==> src/rtl/bfa_pkg.sv <==
// ---------------------------------------------------------------------------
// bfa_pkg
// Types, codes, constants and helpers for the bitmap frame allocator.
// ---------------------------------------------------------------------------
`timescale 1ns / 1ps

package bfa_pkg;

  localparam int MAX_FRAMES_DEF    = 65536;
  localparam int FRAME_SHIFT_DEF   = 12;
  localparam int BITS_PER_WORD_DEF = 8;

  localparam int ADDR_W     = 32;
  localparam int OP_W       = 2;
  localparam int STATUS_W   = 2;
  localparam int CNT_W      = 17;
  localparam int CFG_IDX_W  = 1;
  localparam int CFG_DATA_W = 32;

  localparam logic [CNT_W-1:0]  TOTAL_FRAMES_RST    = 17'h10000;
  localparam logic [ADDR_W-1:0] PROTECTED_BELOW_RST = 32'h0010_0000;

  // summary word width and search group width
  localparam int SUM_W     = 64;
  localparam int SUM_IDX_W = 6;
  localparam int GRP_W     = 16;
  localparam int LSB_W     = 64;
  localparam int LSB_IDX_W = 6;

  typedef enum logic [OP_W-1:0] {
    OP_ALLOC   = 2'd0,
    OP_FREE    = 2'd1,
    OP_RESERVE = 2'd2,
    OP_RELEASE = 2'd3
  } op_t;

  typedef enum logic [STATUS_W-1:0] {
    ST_DONE          = 2'd0,
    ST_NO_CHANGE     = 2'd1,
    ST_OUT_OF_MEMORY = 2'd2
  } status_t;

  typedef enum logic [CFG_IDX_W-1:0] {
    CFG_TOTAL_FRAMES    = 1'b0,
    CFG_PROTECTED_BELOW = 1'b1
  } cfg_idx_t;

  typedef struct packed {
    logic                 found;
    logic [LSB_IDX_W-1:0] idx;
  } lsb_t;

  // lowest set bit
  function automatic lsb_t lsb64(input logic [LSB_W-1:0] v);
    lsb_t r;
    r = '0;
    for (int i = LSB_W - 1; i >= 0; i--) begin
      if (v[i]) begin
        r.found = 1'b1;
        r.idx   = LSB_IDX_W'(i);
      end
    end
    return r;
  endfunction

endpackage

==> src/rtl/bfa_summary.sv <==
// ---------------------------------------------------------------------------
// bfa_summary
// Top-level summary bits (one per summary word with a free frame) and a
// two-stage search for the lowest set bit, registered between the stages.
// ---------------------------------------------------------------------------
`timescale 1ns / 1ps

module bfa_summary #(
  parameter int N = 128,
  localparam int IW = (N > 1) ? $clog2(N) : 1
) (
  input  logic          clk,
  input  logic          rst_n,
  input  logic          upd_en,
  input  logic [IW-1:0] upd_idx,
  input  logic          upd_val,
  output logic          pick_found,
  output logic [IW-1:0] pick_idx
);

  localparam int G    = (N + bfa_pkg::GRP_W - 1) / bfa_pkg::GRP_W;
  localparam int P    = G * bfa_pkg::GRP_W;
  localparam int G_W  = (G > 1) ? $clog2(G) : 1;
  localparam int GB_W = $clog2(bfa_pkg::GRP_W);
  localparam int SW   = G_W + GB_W;

  logic [N-1:0]      top_r;
  logic [P-1:0]      top_pad;
  bfa_pkg::lsb_t     grp_lsb [G];
  logic [G-1:0]      grp_any_r;
  logic [GB_W-1:0]   grp_idx_r [G];
  logic [SW-1:0]     sel;

  always_ff @(posedge clk) begin
    if (!rst_n) begin
      top_r <= '0;
    end else if (upd_en) begin
      top_r[upd_idx] <= upd_val;
    end
  end

  assign top_pad = P'(top_r);

  always_comb begin
    for (int g = 0; g < G; g++) begin
      grp_lsb[g] = bfa_pkg::lsb64(bfa_pkg::LSB_W'(top_pad[g*bfa_pkg::GRP_W +: bfa_pkg::GRP_W]));
    end
  end

  always_ff @(posedge clk) begin
    for (int g = 0; g < G; g++) begin
      grp_any_r[g] <= grp_lsb[g].found;
      grp_idx_r[g] <= grp_lsb[g].idx[GB_W-1:0];
    end
  end

  always_comb begin
    pick_found = 1'b0;
    sel        = '0;
    for (int g = G - 1; g >= 0; g--) begin
      if (grp_any_r[g]) begin
        pick_found = 1'b1;
        sel        = {G_W'(g), grp_idx_r[g]};
      end
    end
    pick_idx = IW'(sel);
  end

endmodule

==> config.mk <==
export PLATFORM = sky130hd
export DESIGN_NAME = bfa_summary
export DESIGN_NICKNAME = d
export VERILOG_FILES = /design/src/rtl/bfa_pkg.sv /design/src/rtl/bfa_summary.sv
export SDC_FILE = /design/constraint.sdc
export NUM_CORES = 1
export LEC_CHECK = 0
export ABC_AREA = 1
export BUFFER_PORTS_ARGS = -buffer_cell sky130_fd_sc_hd__buf_2
export CORE_MARGIN = 2
export CORE_UTILIZATION = 25
export DETAILED_ROUTE_END_ITERATION = 10
export HOLD_SLACK_MARGIN = 0.15
export RECOVER_POWER = 25
export SYNTH_ARGS = -nofsm -noshare
export SYNTH_HDL_FRONTEND = slang
export SYNTH_SLANG_ARGS = --single-unit
==> constraint.sdc <==
create_clock -name clk -period 3.26 [get_ports clk]
set_input_delay 0.489 -clock clk [delete_from_list [all_inputs] [get_ports clk]]
set_output_delay 0.489 -clock clk [all_outputs]
set_load 0.02 [all_outputs]
==> flow_metrics.env <==
export IMPL_crit_required_ps=2770
export IMPL_hp_class="primary input to flop"
export IMPL_drive_gt1_frac=0.0938
export IMPL_multiInputGateArea_sq_um=3630
export IMPL_synth_seq_area_share=0.428
export IMPL_slew_headroom=0.0817
export IMPL_startpoint_type="flop"
export IMPL_worstReg2RegStart="top_pad[78]"
export IMPL_via_count=7558
export IMPL_seqCellArea_sq_um=3360
export IMPL_clock_fmax_mhz=382
export IMPL_synth_cell_types=26
export IMPL_clk_latency_ps=440
export IMPL_clk_pin_slew_ps=70
export IMPL_first_pass_iters=5
export IMPL_die_y_um=181
export IMPL_port_buffers=18
export IMPL_setup_viol=0
export IMPL_synthesis_instances=1128
export IMPL_cts_buffers=17
export IMPL_start_util=0.256
export IMPL_viasPerCell=4.92
export IMPL_endpoint_kind="output pin"
export IMPL_status="finished, final reports clean"
export IMPL_crit_type="flop to output pin"
export IMPL_final_hold_viol_count=0
export IMPL_grt_max_degree=56
export IMPL_rsz0062_at_grt="false"
export IMPL_grt_pass1_wl_mm=37.0
export IMPL_grt_usage=0.145
export IMPL_setup_tns_ps=0
export IMPL_antenna_found_initial=1
export IMPL_wire_per_inst_um=15.5
export IMPL_routed_wirelength_mm=23.8
export IMPL_timing_critical_path_from="grp_any_r[6]"
export IMPL_clkSinkCount=168
export IMPL_root_buffer="clkbuf_16"
export IMPL_diodes=0
export IMPL_cts_resized=0
export IMPL_gp_congestion=0.815
export IMPL_p_total_uw=4490
export IMPL_postLayoutCoreUtil=0.290
export IMPL_nets=1139
export IMPL_crit_fanout=6
export IMPL_ios=19
export IMPL_cts_setup_buffers=0
export IMPL_critPathArrivalTime_ps=2130
export IMPL_die_w_um=181
export IMPL_drt_iter0_markers=714
export IMPL_synth_area_sq_um=7860
export IMPL_ys_ff_latch=168
export IMPL_drc=0
export IMPL_clockBufferDepth=2
export IMPL_crit_path_frequent_cell="o21ai_0"
export IMPL_coreArea_sq_um=30700
export IMPL_place_hpwl_mm=15.4
export IMPL_tightest_slew_ps=1380
export IMPL_cpMaxStageDelayCell="dfxtp_1"
export IMPL_crit_chain="nor2_1 -> nand2_1 -> nand2_1 -> o21ai_0 -> nand2_1 -> o21ai_0 -> o211ai_1 -> o21ai_0 -> o21ai_0 -> buf_2"
export IMPL_htreeDepth=4
export IMPL_layout_common_cells="dfxtp_1, a21oi_1, inv_1, nand2_1, nor3_1"
export IMPL_nFillCells=3357
export IMPL_cts_tree="done"
export IMPL_drv_cap=0
export IMPL_power_leakage_uw=0.00340
export IMPL_hold_buffers=0
export IMPL_skew_ps=7.15
export IMPL_slew_viol_final=0
export IMPL_postLayoutCellArea_sq_um=8910
export IMPL_hp_start="rst_n"
export IMPL_fp_dieArea_sq_um=32900
export IMPL_finalCritPeriodShare=0.803
export IMPL_yosysWarningCount=0
export IMPL_grt_pass1_vias=6791
export IMPL_syn_nets=1139
export IMPL_post_dp_cell_area_sq_um=8300
export IMPL_min_period_ps=2620
export IMPL_syn_area_per_cell_sq_um=6.97
export IMPL_area_growth_pct=13.3
export IMPL_antenna_left=0
export IMPL_max_vdd_ir_drop_mv=0.390
export IMPL_power_density_nw_per_um2=504
export IMPL_cpPeakStageDelay_ps=350
export IMPL_final_common_cell="dfxtp_1"
export IMPL_grt_overflow_total=0
export IMPL_rows=64
-- layout make-up --
type,instances,share of cell area
well taps,396,0.0556
clock inverters,13,0.0191
inverters,171,0.0728
multi-input cells,744,0.407
clock buffers,19,0.0497
repair buffers,26,0.0178
flip-flops and latches,168,0.378
-- per-layer routing --
layer  up-vias  part of all wire  GRT usage  wire length (um)
met2       248              0.42      0.217             10100
li1       3759                 -          -                 -
met1      3522              0.48      0.209             11400
met5         -           0.00072          0                17
met3        27             0.080     0.0314              1910
met4         2             0.014     0.0407               330
-- cell usage after synthesis (all sizes together) --
cell type | number | area share
o311ai | 9 | 0.010
buf | 10 | 0.011
clkinv | 4 | 0.0025
a21oi | 167 | 0.11
nor2 | 67 | 0.037
a21boi | 1 | 0.00096
nor4 | 9 | 0.0072
or2 | 9 | 0.0072
a22oi | 1 | 0.00096
nand4 | 5 | 0.0040
clkbuf | 35 | 0.017
o21ai | 92 | 0.059
o211ai | 3 | 0.0029
dfxtp | 168 | 0.43
inv | 167 | 0.080
nor3 | 125 | 0.087
nand2 | 159 | 0.078
nand3 | 97 | 0.062
-- worst max-delay path, delay by kind of cell (launching register included) --
| family | cells | cell delay, ps |
|---|---|---|
| DFF | 1 | 350 |
| AOI/OAI and AO/OA | 5 | 640 |
| and+or+nand+nor | 4 | 510 |
| buffers and inverters | 1 | 190 |
-- report_power, final --
group / switching, uW / internal (uW)
Clock: 878 / 1230
Sequential: 17.5 / 2070
Combinational: 224 / 65.2
Total: 1120 / 3370
-- worst paths after layout --
| path | slack (ps) | end | depth (start not counted) |
|---|---|---|---|
| min reg2reg | 430 | grp_idx_r[1][12] | 1 |
| max reg2reg | 1760 | grp_idx_r[1][1] | 6 |
| min | 360 | top_pad[58] | 3 |
| max | 640 | pick_idx[1] | 10 |
-- registers in the layout (all words and copies together) (netlist names) --
| signal | cells |
|---|---|
| top_pad | 128 |
| grp_any_r | 8 |
| grp_idx_r | 32 |
-- per-stage QoR --
step	instances	hold slack, ps	setup WS, ps
final	1537	362	641
after global routing	1537	378	368
after CTS	1537	351	645
after detailed placement	1505	415	1120
after global placement	1505	420	1120
after floorplan	1128	397	1220
-- cell families after synthesis --
kind of cell	Yosys count	synth area share
flip-flops	168	0.428
buffers and inverters	216	0.110
AND/OR/NAND/NOR	471	0.282
AO/OA/AOI/OAI	273	0.180
Note: power is estimated with default switching activity, not from simulation.
