## src/rtl/bfa_ram.sv

```systemverilog
// ---------------------------------------------------------------------------
// bfa_ram
// Simple dual-port RAM, one write and one registered read port.
// ---------------------------------------------------------------------------
`timescale 1ns / 1ps

module bfa_ram #(
  parameter int WIDTH = 8,
  parameter int DEPTH = 16,
  localparam int AW = (DEPTH > 1) ? $clog2(DEPTH) : 1
) (
  input  logic             clk,
  input  logic             we,
  input  logic [AW-1:0]    waddr,
  input  logic [WIDTH-1:0] wdata,
  input  logic [AW-1:0]    raddr,
  output logic [WIDTH-1:0] rdata
);

  logic [WIDTH-1:0] mem_r [DEPTH];
  logic [WIDTH-1:0] rdata_r;

  always_ff @(posedge clk) begin
    if (we) begin
      mem_r[waddr] <= wdata;
    end
    rdata_r <= mem_r[raddr];
  end

  assign rdata = rdata_r;

endmodule

```

## config.mk

```make
export PLATFORM = sky130hd
export DESIGN_NAME = bfa_ram
export DESIGN_NICKNAME = d
export VERILOG_FILES = /design/src/rtl/bfa_ram.sv
export SDC_FILE = /design/constraint.sdc
export NUM_CORES = 1
export LEC_CHECK = 0
export ABC_CLOCK_PERIOD_IN_PS = 2060
export BUFFER_PORTS_ARGS = -buffer_cell sky130_fd_sc_hd__buf_2
export CAP_MARGIN = 20
export CORE_AREA = 2 2 90 114
export CTS_CLUSTER_SIZE = 30
export DETAILED_ROUTE_END_ITERATION = 7
export DIE_AREA = 0 0 92 116
export PLACE_DENSITY = 0.71
export SYNTH_ARGS = -nofsm -noshare
export SYNTH_HDL_FRONTEND = slang
export SYNTH_SLANG_ARGS = --single-unit
```

## constraint.sdc

```tcl
create_clock -name clk -period 2.06 [get_ports clk]
set_clock_uncertainty 0.05 [all_clocks]
set_input_delay 0.206 -clock clk [delete_from_list [all_inputs] [get_ports clk]]
set_output_delay 0.206 -clock clk [all_outputs]
set_load 0.01 [all_outputs]
```

==> out/metrics.yaml, run 1 <==
area_growth_pct: 19.8
core_um2: 9510
yosysTopAreaCell: "edfxtp_1"
pre_cts_ws_ns: 0.344
crit_type: "flip-flop to flip-flop"
worstPathMaxFanout: 1
yosysTopAreaCellShare_pct: 74.7
cts_inserted_buffers: 17
synthMuxAreaShare_pct: 15.0
syn_area_um2: 5150
ys_seq_area_share_pct: 77.8
maxSlewViolCount: 0
r2r_start: "mem_r[2][0]$_DFFE_PP_"
worstHoldPathCells: 1
grt_overflow: 0
route.detailed.drc: 0
vias_per_cell: 5.89
drt_iter0_markers: 259
fp.dieH_um: 116
fillCellCount: 624
grt_max_degree: 33
antenna_found_initial: 0
cts_num_sinks: 136
hp-class: "input port to flip-flop"
synth_fa_ha_area_share_pct: 0
drt_pre_antenna_iters: 4
reg2reg_depth: 3
diodes: 0
ios: 26
drive_gt1_share_pct: 32.6
synth_area_leaders: "edfxtp_1 (75%), mux4_2 (7.9%), mux4_1 (7.1%), dfxtp_1 (3.1%), a22oi_1 (2.3%)"
power.density_nw_per_um2: 1070
ys_ff_latch: 136
synth_compound_area_share_pct: 2.33
ctsLongestPathBuffers: 2
status: "finished, final reports clean"
synth-simple-area-share_pct: 3.18
ant_nets: 0
yosys.area_share.xor_xnor_pct: 0
finalNetCount: 303
syn_area_per_cell_um2: 22.5
hold_buffers: 0
end_kind: "flip-flop"
gp_congestion: 0.772
ys_warn_count: 0
synth_top_family_by_area: "multiplexers"
num_rows: 40
setup_viol: 0
wl_per_cell_um: 24.5
hold_end: "mem_r[5][4]$_DFFE_PP_"
reg2reg_to: "rdata[0]$_DFF_P_"
io_buffers: 25
synthesis.nets: 247
worst_setup_path_start_kind: "flip-flop"
cts_tree: "done"
dieWidth_um: 92
rsz0062_at_grt: "false"
tightest_slew_ns: 0.632
cap_violations: 0
synth_cell_types: 19
setup_ws_ns: 0.614
dieArea_um2: 10700
post_cts_buffers: 0
relSlewSlack_pct: 57.6
crit_arrival_ns: 1.70
first_global_vias: 2512
max_freq_ghz: 0.692
cts_resized: 0
clock-root-buffer: "clkbuf_16"
hold_viol: 0
initial_utilization_pct: 54.1
grt_usage_pct: 21.7
synth_cells: 229
clkTransAtPathRegs_ns: 0.06
critPathRequiredTime_ns: 2.31
fin_crit_ns: 1.45
ir_worst_vdd_v: 0.000673
p_leak_nw: 2.12
r2r_setup_slack_ns: 0.61
grt_pass1_wl_um: 15800
htreeDepth: 4
clk_latency_ns: 0.41
hpwl_um: 6210
timing.final.crit_share_pct: 70.2
vias: 2498
min_from: "wdata[4]"
routed_wl_um: 10400
tns_ns: 0
[flip-flops by register name, indices dropped and copies added, names as in the netlist]
| register | cells |
|---|---|
| mem_r | 128 |
| rdata | 8 |
[layout make-up]
type / count / area, um^2 / area share (%)
tap: 126 / 158 / 2.56
clock buffer: 20 / 457 / 7.41
timing repair buffer: 47 / 315 / 5.11
clock inverter: 12 / 174 / 2.82
sequential: 136 / 4000 / 64.9
multi-input combinational: 83 / 1060 / 17.2
[power by group]
part | internal, mW | total (mW) | leakage, nW | switching (mW)
clock network | 2.08 | 3.17 | 0.298 | 1.09
logic | 0.128 | 0.297 | 0.596 | 0.170
registers | 3.09 | 3.11 | 1.22 | 0.0198
total | 5.30 | 6.58 | 2.12 | 1.28
[worst max-delay path by stage]
stage | from | to | slack [ns] | cells past startpoint
final | mem_r[2][0]$_DFFE_PP_ | rdata[0]$_DFF_P_ | 0.61 | 3
after global routing | mem_r[1][2]$_DFFE_PP_ | rdata[2]$_DFF_P_ | 0.58 | 3
after CTS | mem_r[2][0]$_DFFE_PP_ | rdata[0]$_DFF_P_ | 0.61 | 3
after detailed placement | raddr[0] | rdata[0]$_DFF_P_ | 0.34 | 5
after global placement | raddr[0] | rdata[0]$_DFF_P_ | 0.33 | 5
after floorplan | waddr[2] | mem_r[0][0]$_DFFE_PP_ | 0.31 | 2
[synth_stat cells (all sizes together)]
library cell / count
a22oi: 16
and2: 1
and2b: 1
buf: 7
clkdlybuf4s25: 3
dfxtp: 8
edfxtp: 128
mux4: 32
nand2: 9
nand2b: 2
nand3: 1
nand3b: 2
nor2: 13
nor2b: 1
nor3: 4
or3b: 1
[kinds of logic (layout without fill, tap and decap cells)]
| kind of cell | after synthesis | after routing |
|---|---|---|
| DFF | 136 | 136 |
| AOI/OAI and AO/OA | 16 | 16 |
| buffers and inverters | 10 | 79 |
| muxes | 32 | 32 |
| and+or+nand+nor | 35 | 35 |
[stage by stage]
stage | instance area (um^2) | power, mW | util [%] | instances | hold slack [ns]
CTS | 6160 | 6.62 | 64.8 | 424 | 0.113
floorplan | 5150 | 3.33 | - | 229 | 0.255
finish | 6160 | 6.58 | 64.8 | 424 | 0.126
detailed placement | 5530 | 3.47 | 58.2 | 392 | 0.552
global placement | 5530 | 3.46 | 58.2 | 392 | 0.538
global route | 6160 | 6.75 | 64.8 | 424 | 0.127
[critical path: stages, from the launching register on]
cell      delay [ns]
edfxtp_1        0.37
mux4_1          0.51
a22oi_1         0.32
nand2_1         0.08
[per-layer routing]
layer	global-route usage [%]	vias up	share of wire, %
li1	-	1085	-
met1	28.8	1290	39
met2	35.6	111	53
met3	4.88	12	7.1
met4	8.96	0	1.2
met5	0	-	0
[placed cells by master (no fill, tap or decap)]
cell type,instances
buf_4,20
nand2b_1,2
clkinv_4,1
or3b_2,1
nand2_1,9
buf_2,25
clkbuf_8,2
clkbuf_1,1
mux4_2,18
and2b_1,1
bufinv_16,4
clkbuf_16,17
nor2b_1,1
dfxtp_1,8
mux4_1,14
and2_1,1
edfxtp_1,128
a22oi_1,16
nand3_1,1
clkinv_2,3
nand3b_1,2
nor3_1,4
buf_12,2
nor2_1,13
clkinvlp_4,4
Note: power is estimated with default switching activity, not from simulation.
==> inputs of run 2 (changes only) <==
Settings changed: ABC_CLOCK_PERIOD_IN_PS 2060 to 1250, CORE_AREA 2 2 90 114 to 2 2 91 115, DIE_AREA 0 0 92 116 to 0 0 93 117, PLACE_DENSITY 0.71 to 0.73.
Clock period 2.06 ns to 1.25 ns, I/O delays scaled along.
==> run 2 against run 1 <==
Against the previous run:
- core utilization decreased by 0.72 points
- via count decreased by 2.6%
- final cell count is 2.4% higher
- critical endpoint unchanged
- critical path depth stayed put
- routed wire length is 8.6% lower
- clock power increased by 61%
- global-route usage decreased by 2.1 points
- design area increased by 2.4%
- the run now ends with negative setup slack left
- sequential share of layout area shrank 1.5 points
- first-iteration DRC count decreased by 0.39%
==> out/metrics.yaml, run 2 (same netlist as run 1, synthesis figures left out) <==
violations: "negative setup slack"
cp.buffers_inverters: 0
final_cell_mix: "edfxtp_1 (128), mux4_2 (32), buf_2 (25), buf_4 (21), clkbuf_16 (17)"
fin_crit_ns: 1.31
relSlewSlack_pct: 38.0
fin_hold_ws_ns: 0.0399
vias: 2433
swShare_pct: 19.2
worstPathMaxFanout: 1
routed_wl_um: 9480
diodes: 0
clock-root-buffer: "clkbuf_16"
tightest_slew_ns: 0.928
cap_violations: 0
first_global_vias: 2546
critPathRequiredTime_ns: 1.50
rsz0062_at_grt: "true"
seqPwrFrac_pct: 47.6
hpwl_um: 6350
ant_nets: 0
area_growth_pct: 22.7
top_register: "mem_r"
intPower_mw: 8.72
fp.dieH_um: 117
crit_path_max_incr_delay_ns: 0.50
num_rows: 41
hold_viol: 0
fillCellCount: 666
worst_path_max_delay_cell: "mux4_2"
power.density_nw_per_um2: 1710
route.detailed.drc: 0
finalNetCount: 310
grt_pass1_wl_um: 14700
crit_chain: "mux4_2 > a22oi_2 > nand2_1"
power_switching_mw: 2.07
grt_max_degree: 17
htreeDepth: 4
p_leak_nw: 2.12
crit_arrival_ns: 1.56
end_kind: "flip-flop"
antenna_found_initial: 0
dieWidth_um: 93
largest_register_ffs: 128
ios: 26
clk_latency_ns: 0.42
clkTransAtPathRegs_ns: 0.06
timing.final.crit_share_pct: 105
hp-class: "input port to flip-flop"
dieArea_um2: 10900
cts_inserted_buffers: 17
io_buffers: 25
setup_ws_ns: -0.0636
ctsLongestPathBuffers: 2
gp_congestion: 0.744
drt_pre_antenna_iters: 4
multi_input_area_um2: 1090
regArea_um2: 4000
maxSlewViolCount: 0
wl_per_cell_um: 21.8
pwr-share-clk_pct: 47.3
status: "complete, but fails checks"
drt_iter0_markers: 258
crit_type: "flip-flop to flip-flop"
grt_overflow: 0
cts_num_sinks: 136
combPwrFrac_pct: 5.1
core_um2: 9850
initial_utilization_pct: 52.3
path_delay_family: "multiplexers"
hold_buffers: 0
mostFrequentLayoutCell: "edfxtp_1"
ir_worst_vdd_v: 0.00102
cts_tree: "done"
grt_usage_pct: 19.7
drive_gt1_share_pct: 43.6
tns_ns: -0.267
vias_per_cell: 5.61
worst_setup_path_start_kind: "flip-flop"
max_freq_ghz: 0.761
setup_viol: 8
==> run 2: changes by cell type in the layout (fill, tap and decap cells not counted), moves of 3 or more <==
| cell | previous run | this run |
|---|---|---|
| nor3_2 | 0 | 3 |
| a22oi_1 | 16 | 7 |
| buf_12 | 2 | 8 |
| mux4_2 | 18 | 32 |
| a22oi_2 | 0 | 9 |
| nor2_1 | 13 | 10 |
| mux4_1 | 14 | 0 |
| nor2_2 | 0 | 3 |
| nor3_1 | 4 | 0 |
==> run 2: layer usage <==
metal,global-route usage [%],vias up,wire [um],part of all wire (%)
li1,-,1087,-,-
met1,24.6,1246,3780,40
met2,32.4,88,5090,54
met3,5.57,12,442,4.7
met4,9.12,0,171,1.8
met5,0,-,0,0
==> run 2: stage by stage <==
| step | worst slack [ns] | instance area (um^2) | instances | util [%] | power (mW) |
|---|---|---|---|---|---|
| global route | -0.0946 | 6310 | 434 | 64.1 | 11.1 |
| CTS | -0.0553 | 6310 | 434 | 64.1 | 10.9 |
| detailed placement | -0.358 | 5680 | 402 | 57.7 | 5.76 |
| global placement | -0.328 | 5680 | 402 | 57.7 | 5.74 |
| finish | -0.0636 | 6310 | 434 | 64.1 | 10.8 |
| floorplan | -0.0485 | 5180 | 229 | - | 5.50 |
==> run 2: area by class of cell <==
type,count,area share [%]
flip-flops and latches,136,63.4
well taps,129,2.56
multi-input cells,83,17.2
clock inverters,13,2.81
repair buffers,54,7.01
clock buffers,19,7.01
==> run 2: timing repair <==
| item | CTS | global route |
|---|---|---|
| endpoints found under the setup margin | 8 | 8 |
| gates resized for setup | 15 | 2 |
| pin swaps | 4 | 1 |
| setup buffers | 0 | 0 |
| gates cloned | 0 | 0 |
==> run 2: path summary, 6_finish.rpt <==
path                                            start                     end  slack, ns  depth (start not counted)
worst max-delay path            mem_r[2][0]$_DFFE_PP_        rdata[0]$_DFF_P_      -0.06                          3
worst min-delay path                         wdata[7]  mem_r[10][7]$_DFFE_PP_       0.04                          1
worst max register to register  mem_r[2][0]$_DFFE_PP_        rdata[0]$_DFF_P_      -0.06                          3
worst min register to register  mem_r[4][1]$_DFFE_PP_        rdata[1]$_DFF_P_       0.63                          3
==> run 2: power by group through the flow <==
stage	sequential [mW]	clock, mW	combinational, mW
2_1_floorplan	5.23	0	0.274
3_3_place_gp	5.22	0	0.515
3_5_place_dp	5.23	0	0.528
4_1_cts	5.14	5.19	0.554
5_1_grt	5.14	5.37	0.593
6_report	5.13	5.11	0.548
==> run 2: worst reg2reg max path, cell delays in order, from the launching register on <==
cell and delay, ns:
edfxtp_1 0.38, mux4_2 0.50, a22oi_2 0.21, nand2_1 0.07
